--- config.mk ---
export PLATFORM = sky130hd
export DESIGN_NAME = tracked_object_table_with_aging
export DESIGN_NICKNAME = d
export VERILOG_FILES = /design/src/hdl/tota_pkg.sv /design/src/hdl/tota_cell.sv /design/src/hdl/tracked_object_table_with_aging.sv
export SDC_FILE = /design/constraint.sdc
export NUM_CORES = 2
export LEC_CHECK = 0
export BUFFER_PORTS_ARGS = -buffer_cell sky130_fd_sc_hd__buf_2
export CORE_UTILIZATION = 50
export DETAILED_ROUTE_END_ITERATION = 7
export GPL_TIMING_DRIVEN = 0
export PLACE_DENSITY_LB_ADDON = 0.1
export SYNTH_ARGS = -nofsm -noshare
export SYNTH_HDL_FRONTEND = slang
export SYNTH_HIERARCHICAL = 1
export SYNTH_SLANG_ARGS = --single-unit
--- constraint.sdc ---
create_clock -name clk -period 7.9 [get_ports clk]
set_input_delay 0 -clock clk [delete_from_list [all_inputs] [get_ports clk]]
set_output_delay 0 -clock clk [all_outputs]
set_load 0.02 [all_outputs]
--- src/hdl/tota_pkg.sv ---
// Shared types and constants for the tracked object table with aging.
// Holds the status codes, controller states, the lookup beat struct passed along the cell chain and the command struct.
// No dependencies.
package tota_pkg;

  localparam int unsigned TIME_W   = 32;
  localparam int unsigned ID_W     = 32;
  localparam int unsigned POS_W    = 32;
  localparam int unsigned STATUS_W = 3;
  localparam int unsigned COUNT_W  = 5;

  // Reported counts stop at this value
  localparam logic [COUNT_W-1:0] COUNT_MAX = 5'd31;

  localparam logic [TIME_W-1:0] MAX_AGE_RESET = 32'd20000;

  // Operation codes on the input channel
  localparam logic OP_DETECT = 1'b0;
  localparam logic OP_TICK   = 1'b1;

  typedef enum logic [STATUS_W-1:0] {
    ST_ADDED   = 3'd0,
    ST_UPDATED = 3'd1,
    ST_STALE   = 3'd2,
    ST_FULL    = 3'd3,
    ST_TICK    = 3'd4
  } status_t;

  typedef enum logic [1:0] {
    S_IDLE,
    S_SWEEP,
    S_COMMIT,
    S_DONE
  } state_t;

  // Lookup beat handed from one cell to the next
  typedef struct packed {
    logic active;
    logic hit;
    logic hit_newer;
    logic free_found;
  } probe_t;

  // Write command broadcast to all cells after the lookup pass
  typedef struct packed {
    logic write;
    logic insert;
  } cmd_t;

endpackage

--- src/hdl/tota_cell.sv ---
// One table entry of the tracked object table: stores the entry and forwards the lookup beat.
// Depends on tota_pkg for the probe and command structs and field widths.
module tota_cell #(
  parameter int unsigned CELL_IDX = 0,
  parameter int unsigned IDX_W    = 4,
  parameter int unsigned CNT_W    = 5
) (
  input  logic                              clk,
  input  logic                              rst_n,
  // Lookup beat from the previous cell
  input  tota_pkg::probe_t                  probe_i,
  input  logic [IDX_W-1:0]                  hit_idx_i,
  input  logic [IDX_W-1:0]                  free_idx_i,
  input  logic [CNT_W-1:0]                  removed_i,
  input  logic [CNT_W-1:0]                  occ_i,
  // Lookup beat to the next cell
  output tota_pkg::probe_t                  probe_o,
  output logic [IDX_W-1:0]                  hit_idx_o,
  output logic [IDX_W-1:0]                  free_idx_o,
  output logic [CNT_W-1:0]                  removed_o,
  output logic [CNT_W-1:0]                  occ_o,
  // Item broadcast from the controller
  input  logic                              op_i,
  input  logic [tota_pkg::ID_W-1:0]         id_i,
  input  logic [tota_pkg::TIME_W-1:0]       time_i,
  input  logic [tota_pkg::TIME_W-1:0]       max_age_i,
  input  logic signed [tota_pkg::POS_W-1:0] x_i,
  input  logic signed [tota_pkg::POS_W-1:0] y_i,
  input  logic signed [tota_pkg::POS_W-1:0] z_i,
  input  logic                              own_i,
  input  tota_pkg::cmd_t                    cmd_i,
  input  logic [IDX_W-1:0]                  cmd_idx_i
);

  localparam logic [IDX_W-1:0] MY_IDX = IDX_W'(CELL_IDX);

  logic                              valid_r, valid_nxt;
  logic [tota_pkg::ID_W-1:0]         id_r;
  logic [tota_pkg::TIME_W-1:0]       time_r;
  logic signed [tota_pkg::POS_W-1:0] x_r, y_r, z_r;
  logic                              own_r;

  tota_pkg::probe_t                  probe_r, probe_nxt;
  logic [IDX_W-1:0]                  hit_idx_r, hit_idx_nxt;
  logic [IDX_W-1:0]                  free_idx_r, free_idx_nxt;
  logic [CNT_W-1:0]                  removed_r, removed_nxt;
  logic [CNT_W-1:0]                  occ_r, occ_nxt;

  logic                              id_match;
  logic                              expired;
  logic [tota_pkg::TIME_W-1:0]       age;
  logic                              cmd_here;

  // Compare this entry against the item on the broadcast bus
  assign id_match = valid_r && (id_r == id_i);
  assign age      = time_i - time_r;
  assign expired  = valid_r && (time_i > time_r) && (age > max_age_i);
  assign cmd_here = cmd_i.write && (cmd_idx_i == MY_IDX);

  // Fold this entry into the lookup beat
  always_comb begin
    probe_nxt        = probe_i;
    hit_idx_nxt      = hit_idx_i;
    free_idx_nxt     = free_idx_i;
    removed_nxt      = removed_i;
    occ_nxt          = occ_i;
    if (op_i == tota_pkg::OP_TICK) begin
      removed_nxt = removed_i + CNT_W'(expired);
      occ_nxt     = occ_i + CNT_W'(valid_r && !expired);
    end else begin
      occ_nxt = occ_i + CNT_W'(valid_r);
      if (!probe_i.hit && id_match) begin
        probe_nxt.hit       = 1'b1;
        probe_nxt.hit_newer = time_i > time_r;
        hit_idx_nxt         = MY_IDX;
      end
      if (!probe_i.free_found && !valid_r) begin
        probe_nxt.free_found = 1'b1;
        free_idx_nxt         = MY_IDX;
      end
    end
  end

  // Set on insert, drop on expiry during a tick pass
  always_comb begin
    valid_nxt = valid_r;
    if (cmd_here && cmd_i.insert) begin
      valid_nxt = 1'b1;
    end else if (probe_i.active && (op_i == tota_pkg::OP_TICK) && expired) begin
      valid_nxt = 1'b0;
    end
  end

  // Hold the entry valid bit and pass the lookup beat on
  always_ff @(posedge clk) begin
    if (!rst_n) begin
      valid_r <= 1'b0;
      probe_r <= '0;
    end else begin
      valid_r <= valid_nxt;
      probe_r <= probe_nxt;
    end
  end

  // Hand the beat payload on
  always_ff @(posedge clk) begin
    hit_idx_r          <= hit_idx_nxt;
    free_idx_r         <= free_idx_nxt;
    removed_r          <= removed_nxt;
    occ_r              <= occ_nxt;
  end

  // Write the entry contents on a command aimed at this cell
  always_ff @(posedge clk) begin
    if (cmd_here) begin
      x_r    <= x_i;
      y_r    <= y_i;
      z_r    <= z_i;
      time_r <= time_i;
      if (cmd_i.insert) begin
        id_r  <= id_i;
        own_r <= own_i;
      end else begin
        own_r <= own_r | own_i;
      end
    end
  end

  assign probe_o    = probe_r;
  assign hit_idx_o  = hit_idx_r;
  assign free_idx_o = free_idx_r;
  assign removed_o  = removed_r;
  assign occ_o      = occ_r;

endmodule

--- src/hdl/tracked_object_table_with_aging.sv ---
// Top level of the tracked object table with aging: controller and chain of entry cells.
// Depends on tota_pkg and tota_cell.
//
// Usage:
//   Input channel (in_valid / in_stall): one beat is a detection (in_op = 0) or a
//   tick (in_op = 1) carrying the current time. Result channel (out_valid /
//   out_stall): one beat per input beat with status, removed count and occupancy.
//   Configuration channel (cfg_valid / cfg_ready, always ready): writes max_age;
//   write it only while no item is in flight.
//   Timing: a lookup beat walks the cell chain one entry per cycle; after the
//   sweep the controller commits and then offers the result beat. in_stall is
//   high while an item is in work, so the next item can be accepted in the cycle
//   after that result is registered.
//   The result sits in an output register: a stalled receiver holds that beat,
//   the next item may still be accepted and worked, and its result waits in the
//   controller until the output register frees.
//   Reset (rst_n low, synchronous) empties the table, restores max_age to 20000
//   and drops any item or result in flight.
module tracked_object_table_with_aging #(
  parameter int unsigned TABLE_DEPTH = 16
) (
  input  logic                              clk,
  input  logic                              rst_n,
  // Input channel
  input  logic                              in_valid,
  output logic                              in_stall,
  input  logic                              in_op,
  input  logic [tota_pkg::ID_W-1:0]         in_object_id,
  input  logic signed [tota_pkg::POS_W-1:0] in_pos_x,
  input  logic signed [tota_pkg::POS_W-1:0] in_pos_y,
  input  logic signed [tota_pkg::POS_W-1:0] in_pos_z,
  input  logic [tota_pkg::TIME_W-1:0]       in_event_time,
  input  logic                              in_own_detect,
  // Result channel
  output logic                              out_valid,
  input  logic                              out_stall,
  output logic [tota_pkg::STATUS_W-1:0]     out_status,
  output logic [tota_pkg::COUNT_W-1:0]      out_removed_count,
  output logic [tota_pkg::COUNT_W-1:0]      out_occupied,
  // Configuration channel
  input  logic                              cfg_valid,
  output logic                              cfg_ready,
  input  logic [tota_pkg::TIME_W-1:0]       cfg_data
);

  localparam int unsigned IDX_W = $clog2(TABLE_DEPTH);
  localparam int unsigned CNT_W = $clog2(TABLE_DEPTH + 1);

  tota_pkg::state_t                  state_r, state_nxt;
  logic [tota_pkg::TIME_W-1:0]       max_age_r;

  // Item registers
  logic                              op_r;
  logic [tota_pkg::ID_W-1:0]         id_r;
  logic signed [tota_pkg::POS_W-1:0] x_r, y_r, z_r;
  logic [tota_pkg::TIME_W-1:0]       time_r;
  logic                              own_r;
  logic                              launch_r;

  // Commit and result registers
  logic                              cmd_insert_r, cmd_insert_nxt;
  logic                              cmd_write_r, cmd_write_nxt;
  logic [IDX_W-1:0]                  cmd_idx_r, cmd_idx_nxt;
  tota_pkg::status_t                 status_r, status_nxt;
  logic [CNT_W-1:0]                  removed_r, removed_nxt;
  logic [CNT_W-1:0]                  occ_r, occ_nxt;
  tota_pkg::cmd_t                    cmd;

  // Output register
  logic                              out_valid_r;
  logic [tota_pkg::STATUS_W-1:0]     out_status_r;
  logic [tota_pkg::COUNT_W-1:0]      out_removed_r, out_occ_r;

  logic                              in_accept;
  logic                              out_load;

  // Chain links
  tota_pkg::probe_t                  probe_c   [0:TABLE_DEPTH];
  logic [IDX_W-1:0]                  hit_idx_c [0:TABLE_DEPTH];
  logic [IDX_W-1:0]                  free_idx_c[0:TABLE_DEPTH];
  logic [CNT_W-1:0]                  removed_c [0:TABLE_DEPTH];
  logic [CNT_W-1:0]                  occ_c     [0:TABLE_DEPTH];
  logic [TABLE_DEPTH-1:0]            active_vec;
  tota_pkg::probe_t                  last;

  assign in_stall  = (state_r != tota_pkg::S_IDLE);
  assign in_accept = in_valid && !in_stall;
  assign cfg_ready = 1'b1;

  // Configuration register
  always_ff @(posedge clk) begin
    if (!rst_n) begin
      max_age_r <= tota_pkg::MAX_AGE_RESET;
    end else if (cfg_valid && cfg_ready) begin
      max_age_r <= cfg_data;
    end
  end

  // Capture the item and launch the lookup beat
  always_ff @(posedge clk) begin
    if (in_accept) begin
      op_r   <= in_op;
      id_r   <= in_object_id;
      x_r    <= in_pos_x;
      y_r    <= in_pos_y;
      z_r    <= in_pos_z;
      time_r <= in_event_time;
      own_r  <= in_own_detect;
    end
  end

  always_ff @(posedge clk) begin
    if (!rst_n) begin
      launch_r <= 1'b0;
    end else begin
      launch_r <= in_accept;
    end
  end

  // Head of the chain
  always_comb begin
    probe_c[0]            = '0;
    probe_c[0].active     = launch_r;
    hit_idx_c[0]          = '0;
    free_idx_c[0]         = '0;
    removed_c[0]          = '0;
    occ_c[0]              = '0;
  end

  assign cmd.write  = cmd_write_r && (state_r == tota_pkg::S_COMMIT);
  assign cmd.insert = cmd_insert_r;

  generate
    for (genvar i = 0; i < TABLE_DEPTH; i++) begin : g_cell
      tota_cell #(
        .CELL_IDX (i),
        .IDX_W    (IDX_W),
        .CNT_W    (CNT_W)
      ) u_cell (
        .clk        (clk),
        .rst_n      (rst_n),
        .probe_i    (probe_c[i]),
        .hit_idx_i  (hit_idx_c[i]),
        .free_idx_i (free_idx_c[i]),
        .removed_i  (removed_c[i]),
        .occ_i      (occ_c[i]),
        .probe_o    (probe_c[i+1]),
        .hit_idx_o  (hit_idx_c[i+1]),
        .free_idx_o (free_idx_c[i+1]),
        .removed_o  (removed_c[i+1]),
        .occ_o      (occ_c[i+1]),
        .op_i       (op_r),
        .id_i       (id_r),
        .time_i     (time_r),
        .max_age_i  (max_age_r),
        .x_i        (x_r),
        .y_i        (y_r),
        .z_i        (z_r),
        .own_i      (own_r),
        .cmd_i      (cmd),
        .cmd_idx_i  (cmd_idx_r)
      );
      assign active_vec[i] = probe_c[i+1].active;
    end
  endgenerate

  assign last     = probe_c[TABLE_DEPTH];
  assign out_load = (state_r == tota_pkg::S_DONE) && (!out_valid_r || !out_stall);

  // Sequence one item: sweep the chain, commit, hand the result over
  always_comb begin
    state_nxt      = state_r;
    cmd_write_nxt  = cmd_write_r;
    cmd_insert_nxt = cmd_insert_r;
    cmd_idx_nxt    = cmd_idx_r;
    status_nxt     = status_r;
    removed_nxt    = removed_r;
    occ_nxt        = occ_r;
    case (state_r)
      tota_pkg::S_IDLE: begin
        if (in_accept) begin
          state_nxt = tota_pkg::S_SWEEP;
        end
      end
      tota_pkg::S_SWEEP: begin
        if (last.active) begin
          state_nxt      = tota_pkg::S_COMMIT;
          cmd_write_nxt  = 1'b0;
          cmd_insert_nxt = 1'b0;
          cmd_idx_nxt    = hit_idx_c[TABLE_DEPTH];
          removed_nxt    = '0;
          occ_nxt        = occ_c[TABLE_DEPTH];
          if (op_r == tota_pkg::OP_TICK) begin
            status_nxt  = tota_pkg::ST_TICK;
            removed_nxt = removed_c[TABLE_DEPTH];
          end else if (last.hit) begin
            cmd_write_nxt = last.hit_newer;
            status_nxt    = last.hit_newer ? tota_pkg::ST_UPDATED : tota_pkg::ST_STALE;
          end else if (last.free_found) begin
            cmd_write_nxt  = 1'b1;
            cmd_insert_nxt = 1'b1;
            cmd_idx_nxt    = free_idx_c[TABLE_DEPTH];
            status_nxt     = tota_pkg::ST_ADDED;
            occ_nxt        = occ_c[TABLE_DEPTH] + CNT_W'(1);
          end else begin
            status_nxt = tota_pkg::ST_FULL;
          end
        end
      end
      tota_pkg::S_COMMIT: begin
        state_nxt = tota_pkg::S_DONE;
      end
      tota_pkg::S_DONE: begin
        if (out_load) begin
          state_nxt = tota_pkg::S_IDLE;
        end
      end
      default: begin
        state_nxt = tota_pkg::S_IDLE;
      end
    endcase
  end

  always_ff @(posedge clk) begin
    if (!rst_n) begin
      state_r     <= tota_pkg::S_IDLE;
      cmd_write_r <= 1'b0;
    end else begin
      state_r     <= state_nxt;
      cmd_write_r <= cmd_write_nxt;
    end
  end

  always_ff @(posedge clk) begin
    cmd_insert_r <= cmd_insert_nxt;
    cmd_idx_r    <= cmd_idx_nxt;
    status_r     <= status_nxt;
    removed_r    <= removed_nxt;
    occ_r        <= occ_nxt;
  end

  // Output register: load on a free slot, drop once the beat is taken
  always_ff @(posedge clk) begin
    if (!rst_n) begin
      out_valid_r <= 1'b0;
    end else if (out_load) begin
      out_valid_r <= 1'b1;
    end else if (!out_stall) begin
      out_valid_r <= 1'b0;
    end
  end

  always_ff @(posedge clk) begin
    if (out_load) begin
      out_status_r  <= status_r;
      out_removed_r <= (32'(removed_r) > 32'(tota_pkg::COUNT_MAX)) ?
                       tota_pkg::COUNT_MAX : tota_pkg::COUNT_W'(removed_r);
      out_occ_r     <= (32'(occ_r) > 32'(tota_pkg::COUNT_MAX)) ?
                       tota_pkg::COUNT_MAX : tota_pkg::COUNT_W'(occ_r);
    end
  end

  assign out_valid         = out_valid_r;
  assign out_status        = out_status_r;
  assign out_removed_count = out_removed_r;
  assign out_occupied      = out_occ_r;

  // Only one lookup beat travels the chain at a time
  a_one_beat: assert property (@(posedge clk) disable iff (!rst_n)
    $onehot0(active_vec))
    else $error("more than one lookup beat in the cell chain");

  // The chain delivers its beat only while the controller sweeps
  a_last_in_sweep: assert property (@(posedge clk) disable iff (!rst_n)
    last.active |-> (state_r == tota_pkg::S_SWEEP))
    else $error("lookup beat left the chain outside a sweep");

  // An accepted item always starts a beat at the head of the chain
  a_launch: assert property (@(posedge clk) disable iff (!rst_n)
    in_accept |=> (launch_r && (state_r == tota_pkg::S_SWEEP)))
    else $error("accepted item did not launch a lookup beat");

  // Occupancy never exceeds the table size
  a_occ_bound: assert property (@(posedge clk) disable iff (!rst_n)
    (state_r == tota_pkg::S_DONE) |-> (32'(occ_r) <= 32'(TABLE_DEPTH)))
    else $error("occupancy above table depth");

endmodule
==> results.sh <==
export IMPL_status="complete, no violations"
export IMPL_critPathLaunchType="register"
export IMPL_fp_dieH_um=442
export IMPL_cts_reportedPaths_clkPinSlew_ps=60
export IMPL_rsz0062_at_grt="false"
export IMPL_clk_latency_ps=850
export IMPL_cts_resized=0
export IMPL_critical_path_max_stage_delay_ps=1020
export IMPL_path_max_fanout=10
export IMPL_multi_input_area_mm2=0.0504
export IMPL_cts_hold_buf=253
export IMPL_dp_cells=12300
export IMPL_required_ps=8670
export IMPL_dp_worst_setup_slack_ps=1110
export IMPL_grt_pass1_wl_mm=438
export IMPL_via_per_inst=5.81
export IMPL_p_leak_uw=0.0471
export IMPL_yosysWarnings=6
export IMPL_port_buffers=115
export IMPL_maxCapViolations=0
export IMPL_synthToLayoutAreaGrowth_pct=17.5
export IMPL_worst_slack_ps=1010
export IMPL_min_path_type="in -> reg"
export IMPL_core_area_mm2=0.193
export IMPL_area_sequential_mm2=0.0418
export IMPL_worstSetupPathType="reg -> reg"
export IMPL_grt_use_total_pct=29.4
export IMPL_maxSlewViolCount=0
export IMPL_grt_max_degree=66
export IMPL_syn_cell_area_mm2=0.0969
export IMPL_final_common_cell="inv_1"
export IMPL_syn_inst=9417
export IMPL_crit_top_cell="ha_1"
export IMPL_die_area_mm2=0.196
export IMPL_antenna_found_initial=28
export IMPL_cpLargestDelayFamily="compound AO/OA/AOI/OAI gates"
export IMPL_drive_gt1_share_pct=9.25
export IMPL_setup_viol=0
export IMPL_ios=215
export IMPL_worst_ep_arrival_time_ps=7660
export IMPL_cts_tree="built"
export IMPL_routed_via_count=74800
export IMPL_fin_skew_ps=57.0
export IMPL_postCtsSetupBuffers=0
export IMPL_row_count=161
export IMPL_grt_use_met2_pct=49.0
export IMPL_clk_path_buf_depth=3
export IMPL_dp_hpwl_mm=218
export IMPL_clock_sinks=1525
export IMPL_busiest_layer="met2"
export IMPL_period_share_pct=87.2
export IMPL_dr_pass1_iters=8
export IMPL_drt_iter0_drc=5541
export IMPL_grt_use_met1_pct=38.3
export IMPL_fin_nets=11500
export IMPL_wl_mm=293
export IMPL_cts_root_buffer_cell="clkbuf_16"
export IMPL_worst_path_buf_inv=3
export IMPL_path_cells="buf_16, buf_16, buf_16, ha_1, o211ai_1, a21oi_2, o21ai_2, a211o_1, o311a_4, o41ai_4, o22ai_2, xnor2_1, ha_1, nand4_1, nor4_1, o2111ai_1, a2bb2oi_1, a21boi_0, ha_1, ha_1, nand3_1, xnor2_1"
export IMPL_start_util_pct=50.3
export IMPL_p_per_area_mw_per_mm2=252
export IMPL_endpoint_kind="register"
export IMPL_overflow=0
export IMPL_instances_no_fill=12900
export IMPL_worst_slew_pin_slew_ps=1410
export IMPL_final_cell_mix="1221 x inv_1, 1120 x edfxtp_1, 1093 x ha_1"
export IMPL_max_freq_ghz=0.145
export IMPL_htreeDepth=4
export IMPL_gp_congestion=0.912
export IMPL_grt_pass1_vias=73000
export IMPL_post_route_min_period_ps=6890
export IMPL_hold_violations=0
export IMPL_wl_per_cell_um=22.8
export IMPL_ant_nets=0
export IMPL_drc_errors=0
export IMPL_syn_area_per_cell_um2=10.3
export IMPL_cp_slowest_cell="a2bb2oi_1"
export IMPL_numCtsBuffers=164
export IMPL_dieWidth_um=442
export IMPL_n_fill_cell=16200
export IMPL_vdd_drop_max_v=0.000308
export IMPL_met3_usage_pct=3.85
export IMPL_maxSlewHeadroom_pct=5.89
## power breakdown
part | total [µW] | switching (µW) | leakage, µW | internal [µW]
sequential | 9730 | 514 | 0.0135 | 9220
combinational | 11400 | 6450 | 0.0310 | 4900
clock | 7650 | 3370 | 0.00259 | 4280
## final timing paths
kind,start,endpoint,slack (ps),cells after the start
worst max-delay path,time_r[10]$_DFFE_PP_,g_cell[13].u_cell/occ_o[4]$_DFF_P_,1010,22
worst min-delay path,out_stall,out_valid$_SDFFE_PN0P_,180,4
worst max register to register,time_r[10]$_DFFE_PP_,g_cell[13].u_cell/occ_o[4]$_DFF_P_,1010,22
worst min register to register,g_cell[0].u_cell/free_idx_o[0]$_DFF_P_,g_cell[1].u_cell/free_idx_o[0]$_DFF_P_,390,1
## final cells by class
class | instances | share of cell area [%]
Antenna cell | 8 | 0.0176
Inverter | 1221 | 4.03
Tap cell | 2526 | 2.78
Clock buffer | 215 | 3.93
Buffer | 99 | 0.398
Sequential cell | 1525 | 36.7
Multi-Input combinational cell | 6604 | 44.3
Clock inverter | 91 | 0.803
Timing Repair Buffer | 574 | 7.08
## sequential cells by signal, summed over array words and instances (netlist names), 16 cells and up
name	count
g_cell.u_cell/id_r	512
g_cell.u_cell/occ_o	80
g_cell.u_cell/probe_o	64
id_r	32
max_age_r	32
g_cell.u_cell/removed_o	80
time_r	32
g_cell.u_cell/hit_idx_o	64
g_cell.u_cell/free_idx_o	64
g_cell.u_cell/time_r	512
g_cell.u_cell/valid_r	16
## worst reg2reg max path: cells and delay by family (launching register included)
family | cells | cell delay (ps)
compound gates | 10 | 3360
xor+xnor | 2 | 280
fa+ha+maj | 4 | 1230
buf+inv | 3 | 650
flops | 1 | 690
simple gates | 3 | 630
## layer usage
metal	wire, µm	share of wire (%)	vias to the layer above
li1	-	-	35600
met1	125000	43	36300
met2	136000	46	2277
met3	18300	6.2	609
met4	13300	4.5	4
met5	25	0.0085	-
## stage by stage
step	total power (µW)	hold WS, ps	TNS [ps]	area [µm²]	util, %
floorplan	17000	98.9	0	97100	-
finish	28700	182	0	114000	59.1
global placement	19800	176	-144330	101000	52.3
global route	30300	163	0	114000	59.1
detailed placement	21000	178	0	106000	55.0
CTS	28800	115	0	114000	59.1
(Power assumes the default switching activity.)
